===== src/hdl/qpht_pkg.sv =====
`timescale 1ns / 1ps

package qpht_pkg;

  localparam int CNT_W     = 11;
  localparam int RC_W      = 11;
  localparam int MAXA_W    = 10;
  localparam int CFG_IDX_W = 2;
  localparam int CFG_W     = 11;

  localparam logic [RC_W-1:0]   ROW_COUNT_RST  = 11'd1021;
  localparam logic [MAXA_W-1:0] MAX_ACTIVE_RST = 10'd510;

  typedef enum logic [CFG_IDX_W-1:0] {
    REG_ROW_COUNT  = 2'd0,
    REG_MAX_ACTIVE = 2'd1
  } reg_idx_t;

  typedef enum logic [1:0] {
    CMD_FIND   = 2'd0,
    CMD_INSERT = 2'd1,
    CMD_REMOVE = 2'd2,
    CMD_CLEAR  = 2'd3
  } cmd_t;

  typedef enum logic [1:0] {
    POL_ALWAYS  = 2'd0,
    POL_ABSENT  = 2'd1,
    POL_PRESENT = 2'd2,
    POL_OTHER   = 2'd3
  } policy_t;

  typedef enum logic [1:0] {
    ST_DONE     = 2'd0,
    ST_NOTFOUND = 2'd1,
    ST_REFUSED  = 2'd2,
    ST_FULL     = 2'd3
  } status_t;

  typedef enum logic [1:0] {
    MARK_EMPTY   = 2'd0,
    MARK_ACTIVE  = 2'd1,
    MARK_DELETED = 2'd2,
    MARK_UNUSED  = 2'd3
  } mark_t;

  typedef enum logic [5:0] {
    S_CLR  = 6'b000001,
    S_IDLE = 6'b000010,
    S_DIV  = 6'b000100,
    S_RD   = 6'b001000,
    S_CHK  = 6'b010000,
    S_FIN  = 6'b100000
  } state_t;

  typedef struct packed {
    logic accept;
    logic clr_start;
    logic clr_step;
    logic div_step;
    logic rd;
    logic chk;
    logic fin;
  } ctl_t;

  typedef struct packed {
    logic is_clear;
    logic skip_probe;
    logic clr_last;
    logic div_last;
    logic bound_hit;
    logic chk_stop;
    logic out_busy;
  } sts_t;

endpackage


===== src/hdl/qpht_ctrl.sv =====
`timescale 1ns / 1ps

module qpht_ctrl (
  input  logic           clk,
  input  logic           rst_n,
  input  logic           in_valid,
  output logic           in_ready,
  input  qpht_pkg::sts_t sts,
  output qpht_pkg::ctl_t ctl
);

  qpht_pkg::state_t state_r, state_nxt;
  logic resp_r, resp_nxt;

  assign in_ready = (state_r == qpht_pkg::S_IDLE);

  always_comb begin
    ctl           = '0;
    ctl.accept    = in_ready && in_valid;
    ctl.clr_start = ctl.accept && sts.is_clear;
    ctl.clr_step  = (state_r == qpht_pkg::S_CLR);
    ctl.div_step  = (state_r == qpht_pkg::S_DIV);
    ctl.rd        = (state_r == qpht_pkg::S_RD) && !sts.bound_hit;
    ctl.chk       = (state_r == qpht_pkg::S_CHK);
    ctl.fin       = (state_r == qpht_pkg::S_FIN) && !sts.out_busy;
  end

  always_comb begin
    state_nxt = state_r;
    resp_nxt  = resp_r;
    unique case (state_r)
      qpht_pkg::S_CLR: begin
        if (sts.clr_last) begin
          state_nxt = resp_r ? qpht_pkg::S_FIN : qpht_pkg::S_IDLE;
          resp_nxt  = 1'b0;
        end
      end
      qpht_pkg::S_IDLE: begin
        if (ctl.accept) begin
          priority if (sts.is_clear) begin
            state_nxt = qpht_pkg::S_CLR;
            resp_nxt  = 1'b1;
          end else if (sts.skip_probe) begin
            state_nxt = qpht_pkg::S_FIN;
          end else begin
            state_nxt = qpht_pkg::S_DIV;
          end
        end
      end
      qpht_pkg::S_DIV: if (sts.div_last) state_nxt = qpht_pkg::S_RD;
      qpht_pkg::S_RD:  state_nxt = sts.bound_hit ? qpht_pkg::S_FIN : qpht_pkg::S_CHK;
      qpht_pkg::S_CHK: state_nxt = sts.chk_stop ? qpht_pkg::S_FIN : qpht_pkg::S_RD;
      qpht_pkg::S_FIN: if (!sts.out_busy) state_nxt = qpht_pkg::S_IDLE;
      default:         state_nxt = qpht_pkg::S_CLR;
    endcase
  end

  always_ff @(posedge clk) begin
    if (!rst_n) begin
      state_r <= qpht_pkg::S_CLR;
      resp_r  <= 1'b0;
    end else begin
      state_r <= state_nxt;
      resp_r  <= resp_nxt;
    end
  end

endmodule


===== config.mk =====
export PLATFORM = sky130hd
export DESIGN_NAME = qpht_ctrl
export DESIGN_NICKNAME = d
export VERILOG_FILES = /design/src/hdl/qpht_pkg.sv /design/src/hdl/qpht_ctrl.sv
export SDC_FILE = /design/constraint.sdc
export NUM_CORES = 1
export LEC_CHECK = 0
export BUFFER_PORTS_ARGS = -buffer_cell sky130_fd_sc_hd__buf_2
export CELL_PAD_IN_SITES_DETAIL_PLACEMENT = 2
export CELL_PAD_IN_SITES_GLOBAL_PLACEMENT = 2
export CORE_UTILIZATION = 26
export CTS_CLUSTER_DIAMETER = 120
export DETAILED_ROUTE_END_ITERATION = 12
export PLACE_DENSITY = 0.82
export SYNTH_ARGS = -nofsm -noshare
export SYNTH_HDL_FRONTEND = slang
export SYNTH_SLANG_ARGS = --single-unit

===== constraint.sdc =====
create_clock -name clk -period 2.8 [get_ports clk]
set_input_delay 0.14 -clock clk [delete_from_list [all_inputs] [get_ports clk]]
set_output_delay 0.14 -clock clk [all_outputs]
set_load 0.01 [all_outputs]

# After elaboration in Yosys (flattened, before gate mapping)
# Index checks and enable logic that the tools add are counted.
# word_totals
register_bits	7
out_inout_bits	8
elab_cells	36
# classes
eq_ne	11
muxes	14
n_reduce_logical	9
# ops
op	count
6-bit two-way mux	9
6-bit one-hot mux with 6 select lines	1
4-bit AND reduction	2
6-bit by 1-bit == test with 1-bit output (second input constant)	1
6-bit by 2-bit == test with 1-bit output (second input constant)	1
6-bit by 3-bit == test with 1-bit output (second input constant)	1
6-bit by 4-bit == test with 1-bit output (second input constant)	1
6-bit by 5-bit == test with 1-bit output (second input constant)	1
6-bit == test (second input constant)	1
2-bit != test (second input constant)	3
1-bit logical AND	4
2-bit by 1-bit != test with 1-bit output (second input constant)	2
1-bit two-way mux	3
1-bit zero test	2
1-bit one-hot mux with 2 select lines	1
2-bit nonzero test	1

# Logic depth before layout (Yosys ltp)
# Gate-level depths: netlist (run 1).
# logic_depth
depth_word	4
mapped_depth	6

# Least setup slack after synthesis (run 1)
# Ideal clock, no wire load.
# synth_timing
path_type	flip-flop to flip-flop
start	register state_r[3]
end	register state_r[0]
arrival_ns	1.840
required_ns	2.685
slack_ns	0.845
path_stages_with_launch	7
path_buffers	1
synth_period_minus_slack_ns	1.955
cell_sequence	dfxtp_1 -> buf_6 -> or4_4 -> or4b_4 -> nand4_2 -> mux2i_1 -> nand2_1
# synth_between
elab_chain_cells	4
# synth_lines
element	line_no	rtl
start, declared	qpht_ctrl.sv:12	qpht_pkg::state_t state_r, state_nxt;
start signal, assigned	qpht_ctrl.sv:60	state_r <= qpht_pkg::S_CLR;
start signal, assigned	qpht_ctrl.sv:63	state_r <= state_nxt;
6-bit by 2-bit == test with 1-bit output	qpht_ctrl.sv:15, qpht_ctrl.sv:31	
1-bit logical AND	qpht_ctrl.sv:19	ctl.accept = in_ready && in_valid;
2-bit by 1-bit != test with 1-bit output (no line)	--	
4-bit AND reduction (no line)	--	
# Several ways; a longest one is shown, not always the timed one.
# A chain may end at the register's enable or synchronous reset.

# Worst setup path in the final report (run 1)
# Ends and elaborated chain as after synthesis.

==> out/metrics.yaml, run 1 <==
outcome: "finished, final reports clean"
io_pins: 18
required_ns: 2.96
port_buffers: 17
fmax_mhz: 491
vias: 582
die_area_um2: 2270
cts_buffers: 3
cts_hold_buf: 0
fillers: 245
drv_slew: 0
gp_congestion: 0.714
startpoint_type: "flip-flop"
htreeDepth: 1
die_h_um: 47.6
antenna_found_initial: 0
grt_pass1_wl_um: 2620
num_antenna_cells: 0
grt_pass1_vias: 566
cts_tree: "built"
worstPathCellList: "or4_4, or4b_4, nand4_2, mux2i_1, nand2_1"
ir_drop_uv: 255
arrival_ns: 2.19
crit_family: "simple AND/OR/NAND/NOR gates"
min_period_ns: 2.04
tightest_slew_ns: 0.350
ys_types: 36
syn_to_final_growth_pct: 24.3
ctsResizeCount: 0
finalSetupViolCount: 0
layout_commonest_cell: "buf_2"
routedWlPerCell_um: 15.2
fin_nets: 94
die_w_um: 47.6
overflow: 0
path_clk_slew_ns: 0.06
syn_avg_cell_area_um2: 8.45
syn-num-nets: 74
fin_skew_ns: 0.00479
start_util_pct: 27.6
ys_ff_latch: 7
drt_wl_total_um: 1670
viasPerCell: 5.29
total_power_uw: 462
syn_area_um2: 541
root_buffer: "clkbuf_4"
row_count: 16
finalSetupTns_ns: 0
clockBufferDepth: 2
path_class: "reg2reg"
cp_max_fo: 9
slew_headroom_pct: 76.4
p_leak_uw: 0.000287
finalCritPeriodShare_pct: 72.7
yosysWarnings: 0
track_usage_pct: 17.3
grt_max_degree: 10
critPathSlowestCell: "or4_4"
clk_latency_ns: 0.26
fin_hold_ws_ns: 0.110
synth_cells: 64
yosysSeqAreaShare_pct: 25.9
final_cell_mix: "17 x buf_2, 7 x dfxtp_1, 5 x a21oi_1"
hold_path_class: "in2reg"
final_hold_viol_count: 0
power.density_nw_per_um2: 687
ant_nets: 0
core_area_um2: 1960
path_buf_inv: 0
cts.sinks: 7
drc: 0
worstSetupEndpointType: "flip-flop"
max_cap_viol_count: 0
cts_setup_buffers: 0
drive_above_1_share_pct: 33.7
slowest_delay_ns: 0.62
rsz0062_at_grt: "no"
dr.pass1.iters: 4
dr.first_iter.drc_count: 5
dpl.hpwl_um: 1290
==> layout make-up <==
type	instances	area (um^2)	share of cell area [%]
timing repair buffer	18	92.6	13.8
inverter	2	7.51	1.12
tap	27	33.8	5.03
multi-input combinational	52	372	55.3
clock buffer	4	26.3	3.91
sequential	7	140	20.9
==> registers in the layout, indices dropped and copies added, names as in the netlist <==
register,flops
resp_r,1
state_r,6
==> worst paths after layout <==
path | depth (start not counted) | slack (ns) | startpoint | endpoint
hold reg to reg | 2 | 0.54 | resp_r$_SDFFE_PN0P_ | resp_r$_SDFFE_PN0P_
setup reg to reg | 5 | 0.76 | state_r[3]$_SDFFE_PN0P_ | state_r[0]$_SDFFE_PN1P_
hold / removal | 2 | 0.11 | rst_n | state_r[0]$_SDFFE_PN1P_
setup / recovery | 5 | 0.76 | state_r[3]$_SDFFE_PN0P_ | state_r[0]$_SDFFE_PN1P_
==> cell usage after synthesis (all sizes together) <==
library cell  count  area share (%)
a211oi            1             1.4
a21boi            2             2.8
a21oi             5             4.6
and2              3             3.7
and3              3             3.7
buf               2             3.0
clkbuf            1            0.93
dfxtp             7              26
inv               2             1.4
mux2i             1             1.9
nand2             2             1.4
nand3             2             1.9
nand3b            3             4.2
nand4             2             3.5
nor2              4             2.8
nor2b             2             2.3
nor3              1            0.93
nor3b             4             7.6
nor4              1             1.2
nor4b             1             1.6
o211a             1             1.9
o211ai            1             1.4
o21a              2             2.8
o21ai             4             3.7
o2bb2ai           1             1.6
or4               2             3.5
or4b              3             6.9
xor2              1             1.6
==> power breakdown <==
| group | switching [uW] | internal [uW] | leakage [uW] |
|---|---|---|---|
| clock network | 42.5 | 54.7 | 0.0000150 |
| logic | 113 | 104 | 0.000215 |
| registers | 32.7 | 114 | 0.0000569 |
==> per-layer routing <==
| metal | vias to the layer above | GRT usage [%] | share of wire (%) |
|---|---|---|---|
| met5 | - | 0 | 0 |
| met1 | 286 | 22.6 | 47 |
| met4 | 0 | 8.33 | 1.4 |
| li1 | 280 | - | - |
| met3 | 3 | 2.26 | 3.4 |
| met2 | 13 | 27.9 | 48 |
==> metrics by stage <==
step	area, um^2	setup WS [ns]	std cells	utilization (%)
after floorplan	541	0.845	64	-
final	672	0.764	110	34.2
after detailed placement	646	0.761	106	32.9
after global placement	646	0.815	106	32.9
after global routing	672	0.676	110	34.2
after CTS	672	0.760	110	34.2
==> worst register-to-register path: cells and delay by family, from the launching register on <==
| kind | cells | cell delay (ns) |
|---|---|---|
| muxes | 1 | 0.20 |
| and+or+nand+nor | 4 | 1.35 |
| DFF | 1 | 0.38 |
==> cell families after synthesis <==
logic type | count (synthesis) | synth area share, %
buffers and inverters | 5 | 5.32
xor gates and xnor gates | 1 | 1.62
muxes | 1 | 1.85
DFF | 7 | 25.9
and+or+nand+nor | 33 | 45.1
AOI/OAI and AO/OA | 17 | 20.1
Note: power is estimated with default switching activity, not from simulation.
==> run 2, diff against run 1 <==
==> constraint.sdc (replaced) <==
create_clock -name clk -period 1.9 [get_ports clk]
set_input_delay 0.095 -clock clk [delete_from_list [all_inputs] [get_ports clk]]
set_output_delay 0.095 -clock clk [all_outputs]
set_load 0.01 [all_outputs]
==> out/metrics.yaml, run 2 (same netlist as run 1, synthesis figures left out) <==
cts_tree: "built"
path_clk_slew_ns: 0.06  # about the same
fin_nets: 106  # +13%
grt_pass1_wl_um: 2950  # +12%
num_antenna_cells: 0  # unchanged
fin_skew_ns: 0.00407  # -0.000723 ns
htreeDepth: 1  # unchanged
track_usage_pct: 19.8  # +2.5 points
top_layer: "met4"
fin_hold_ws_ns: 0.0701  # -0.0402 ns
root_buffer: "clkbuf_4"
final_hold_viol_count: 0  # unchanged
viasPerCell: 5.22  # -1.3%
reg_top3: "state_r x6, resp_r x1"
max_cap_viol_count: 0  # unchanged
startpoint_type: "flip-flop"
ant_nets: 0  # unchanged
drv_slew: 0  # unchanged
design_area_um2: 821  # +22%
slew_headroom_pct: 82.5  # +6.2 points
cts.sinks: 7  # unchanged
final_util_pct: 41.8  # +7.6 points
worstSetupEndpointType: "flip-flop"
total_power_uw: 823  # +78%
min_period_ns: 1.94  # -0.0927 ns
layout_commonest_cell: "buf_2"
port_buffers: 17  # unchanged
arrival_ns: 2.10  # -0.09 ns
rrSetupSlack_ns: -0.04  # -0.81 ns
wl_met1_um: 929  # +17%
hold_path_class: "in2reg"
path_class: "reg2reg"
fmax_mhz: 515  # +4.8%
finalCritPeriodShare_pct: 102  # +30 points
cts_buffers: 3  # unchanged
drive_above_1_share_pct: 47.4  # +14 points
cts_hold_buf: 0  # unchanged
gp_congestion: 0.786  # +10%
tightest_slew_ns: 0.260  # -0.0902 ns
finalSetupViolCount: 1  # +1
syn_to_final_growth_pct: 51.9
overflow: 0  # unchanged
placed_area_um2: 729  # +13%
drt_wl_total_um: 2080  # +24%
dpl.hpwl_um: 1620  # +26%
final_cell_mix: "15 x buf_2, 12 x buf_4, 6 x dfxtp_1"
cp_max_fo: 4  # -5
rsz0062_at_grt: "yes"
clk_latency_ns: 0.26  # about the same
die_w_um: 47.6  # unchanged
io_pins: 18  # unchanged
dr_wl_met3_um: 37  # -34%
dr.pass1.iters: 4  # unchanged
die_area_um2: 2270  # unchanged
clockBufferDepth: 2  # unchanged
power.density_nw_per_um2: 1000  # +46%
wl_met2_um: 1090  # +37%
core_area_um2: 1960  # unchanged
outcome: "finished with violations"
largest_register: "state_r"
grt_pass1_vias: 632  # +12%
vias: 637  # +9.5%
drc: 0  # unchanged
finalSetupTns_ns: -0.0432  # -0.0432 ns
ir_drop_uv: 386  # +51%
die_h_um: 47.6  # unchanged
largest_register_ffs: 6  # unchanged
start_util_pct: 27.6  # unchanged
setup_ws_ns: -0.0432  # -0.807 ns
antenna_found_initial: 0  # unchanged
p_leak_uw: 0.000357  # +24%
row_count: 16  # unchanged
violations: "setup timing"
required_ns: 2.05  # -0.91 ns
grt_max_degree: 9  # -1
dr.first_iter.drc_count: 9  # +4
routedWlPerCell_um: 17.0  # +12%
## run 2: final cells by class
| cell class | count | area [um^2] |
|---|---|---|
| fillers | 242 | 1140 |
| flip-flops and latches | 7 | 141 |
| repair buffers | 30 | 199 |
| well taps | 27 | 33.8 |
| clock buffers | 4 | 26.3 |
| multi-input cells | 52 | 413 |
| inverters | 2 | 7.51 |
## run 2: power breakdown
group | leakage (uW) | internal (uW) | switching, uW
Sequential | 0.0000575 | 169 | 18.5
Combinational | 0.000285 | 238 | 252
Clock | 0.0000150 | 80.8 | 64.4
## run 2: final timing paths
check	start	end	depth (start not counted)
min reg2reg	resp_r$_SDFFE_PN0P_	resp_r$_SDFFE_PN0P_	2
max reg2reg	state_r[5]$_SDFFE_PN0P_	state_r[0]$_SDFFE_PN1P_	5
min	rst_n	state_r[0]$_SDFFE_PN1P_	2
max	state_r[5]$_SDFFE_PN0P_	state_r[0]$_SDFFE_PN1P_	5
## run 2: timing repair
| action | CTS | global route |
|---|---|---|
| resized for setup | 5 | 7 |
| setup endpoints to repair | 4 | 10 |
| pin swaps | 0 | 2 |
| hold endpoints to repair | 0 | 0 |
| buffers inserted | 0 | 2 |
| cloned | 0 | 0 |
## run 2: per-stage QoR
stage,instances,setup WS (ns)
3_3_place_gp,116,0.0372
4_1_cts,120,-0.0592
3_5_place_dp,116,-0.0399
5_1_grt,122,-0.0954
2_1_floorplan,64,-0.0434
6_report,122,-0.0432
## run 2: routing by layer
layer / vias to the layer above / GRT usage, %
met2: 12 / 34.0
li1: 306 / -
met1: 317 / 23.2
met3: 2 / 4.53
met4: 0 / 9.44
met5: - / 0
## run 2: critical path: stages, from the launching register on
cell and delay, ns:
dfxtp_2 0.32, or4_4 0.57, or4b_4 0.54, nand4_4 0.14
mux2i_1 0.20, nand2_1 0.07
==> run 3, diff against run 2 <==
--- a/config.mk
+++ b/config.mk
@@ -11,7 +11,8 @@
 export CORE_UTILIZATION = 26
 export CTS_CLUSTER_DIAMETER = 120
 export DETAILED_ROUTE_END_ITERATION = 12
-export PLACE_DENSITY = 0.82
+export PLACE_DENSITY_LB_ADDON = 0.1
+export SETUP_SLACK_MARGIN = 0.1
 export SYNTH_ARGS = -nofsm -noshare
 export SYNTH_HDL_FRONTEND = slang
 export SYNTH_SLANG_ARGS = --single-unit
==> out/metrics.yaml, run 3 (same netlist as run 1, synthesis figures left out) <==
outcome: "finished with violations"
violations: "setup timing"
placed_area_um2: 737  # +1.0%
cts_tree: "built"
die_h_um: 47.6  # unchanged
port_buffers: 17  # unchanged
core_area_um2: 1960  # unchanged
layout_commonest_cell: "buf_2"
preCtsSetupSlack_ns: -0.0292  # +0.0107 ns
max_cap_viol_count: 0  # unchanged
cts_buffers: 3  # unchanged
track_usage_pct: 21.5  # +1.8 points
fin_nets: 109  # +2.8%
hold_path_class: "in2reg"
grt_pass1_wl_um: 3180  # +7.9%
ir_drop_uv: 453  # +17%
finalSetupViolCount: 6  # +5
dp_cells: 117  # +0.86%
cp_max_fo: 4  # unchanged
power.density_nw_per_um2: 1030  # +2.4%
p_sw_uw: 378  # +13%
clkPwrFrac_pct: 17.6  # about the same
design_area_um2: 901  # +9.8%
htreeDepth: 1  # unchanged
dr.pass1.iters: 4  # unchanged
final_hold_viol_count: 0  # unchanged
die_w_um: 47.6  # unchanged
drv_slew: 0  # unchanged
clockBufferDepth: 2  # unchanged
p_int_uw: 547  # +12%
grt_pass1_vias: 656  # +3.8%
final_cell_mix: "14 x buf_2, 12 x buf_4, 7 x buf_6"
final_util_pct: 45.9  # +4.1 points
root_buffer: "clkbuf_4"
arrival_ns: 1.94  # -0.16 ns
num_antenna_cells: 0  # unchanged
min_period_ns: 2.03  # +0.0883 ns
die_area_um2: 2270  # unchanged
drive_above_1_share_pct: 58.2  # +11 points
vias: 651  # +2.2%
slew_headroom_pct: 78.0  # -4.5 points
grt_max_degree: 9  # unchanged
reg_top3: "state_r x6, resp_r x1"
start_util_pct: 27.6  # unchanged
fillers: 234  # -3.3%
overflow: 0  # unchanged
cts.sinks: 7  # unchanged
fmax_mhz: 492  # -4.3%
swShare_pct: 40.8  # +0.13 points
cts_hold_buf: 0  # unchanged
rrSetupSlack_ns: -0.10  # -0.06 ns
setup_ws_ns: -0.131  # -0.0883 ns
p_seq_share_pct: 21.7  # -1.1 points
combPwrFrac_pct: 60.7  # +1.1 points
dpl.hpwl_um: 1580  # -2.7%
startpoint_type: "flip-flop"
drt_wl_total_um: 2270  # +9.3%
row_count: 16  # unchanged
dr.first_iter.drc_count: 7  # -2
clk_latency_ns: 0.28  # +0.02 ns
ant_nets: 0  # unchanged
path_clk_slew_ns: 0.06  # about the same
path_class: "reg2out"
fin_skew_ns: 0.00188  # -0.00219 ns
io_pins: 18  # unchanged
gp_congestion: 0.721  # -8.3%
finalSetupTns_ns: -0.401  # -0.358 ns
worstSetupEndpointType: "primary output"
routedWlPerCell_um: 18.2  # +6.7%
required_ns: 1.80  # -0.25 ns
syn_to_final_growth_pct: 66.7
fin_cells: 125  # +2.5%
rsz0062_at_grt: "yes"
antenna_found_initial: 0  # unchanged
finalCritPeriodShare_pct: 107  # +4.6 points
largest_register_ffs: 6  # unchanged
drc: 0  # unchanged
largest_register: "state_r"
viasPerCell: 5.21  # -0.25%
p_leak_uw: 0.000385  # +7.8%
tightest_slew_ns: 0.326  # +0.0664 ns
[run 3: final timing paths]
kind                                           endpoint                     from  cells after the start
worst max-delay path                             ctl[5]  state_r[4]$_SDFFE_PN0P_                      6
worst min-delay path            state_r[0]$_SDFFE_PN1P_                    rst_n                      2
worst max register to register  state_r[0]$_SDFFE_PN1P_  state_r[4]$_SDFFE_PN0P_                      5
worst min register to register      resp_r$_SDFFE_PN0P_      resp_r$_SDFFE_PN0P_                      2
[run 3: timing repair]
| item | 4_1_cts | 5_1_grt |
|---|---|---|
| pin swaps | 11 | 10 |
| resized for setup | 20 | 7 |
| buffers inserted | 2 | 2 |
| endpoints found under the hold margin | 0 | 0 |
| endpoints found under the setup margin | 11 | 12 |
[run 3: metal layers]
layer	up-vias	global-route usage, %	part of all wire [%]	wire [um]
li1	310	-	-	-
met1	320	27.9	44	1000
met2	16	34.2	51	1150
met3	5	6.79	3.9	88
met4	0	6.67	1.4	32
met5	-	0	0	0
[run 3: power by group through the flow]
stage,Combinational [uW],Clock (uW),Sequential (uW)
4_1_cts,540,163,196
2_1_floorplan,233,0,199
6_report,562,162,201
3_5_place_dp,433,0,196
3_3_place_gp,425,0,196
5_1_grt,608,176,203
[run 3: final cells by class]
cell class                 count  area (um^2)  area share [%]
timing repair buffer          33          239            26.5
inverter                       2         7.51           0.833
clock buffer                   4         26.3            2.92
tap                           27         33.8            3.75
multi-input combinational     52          449            49.9
sequential                     7          145            16.1
[run 3: stage by stage]
| stage | hold WS, ns | power [uW] |
|---|---|---|
| after floorplan | 0.157 | 432 |
| after global placement | 0.335 | 621 |
| after detailed placement | 0.336 | 629 |
| after CTS | 0.0501 | 899 |
| after global routing | 0.0632 | 988 |
| final | 0.0602 | 925 |
[run 3: critical path, cell delays in order, from the launching register on]
cell	delay, ns
dfxtp_2	0.32
or4_4	0.57
buf_6	0.14
nor3b_4	0.20
buf_6	0.13
and3_4	0.19
buf_6	0.10
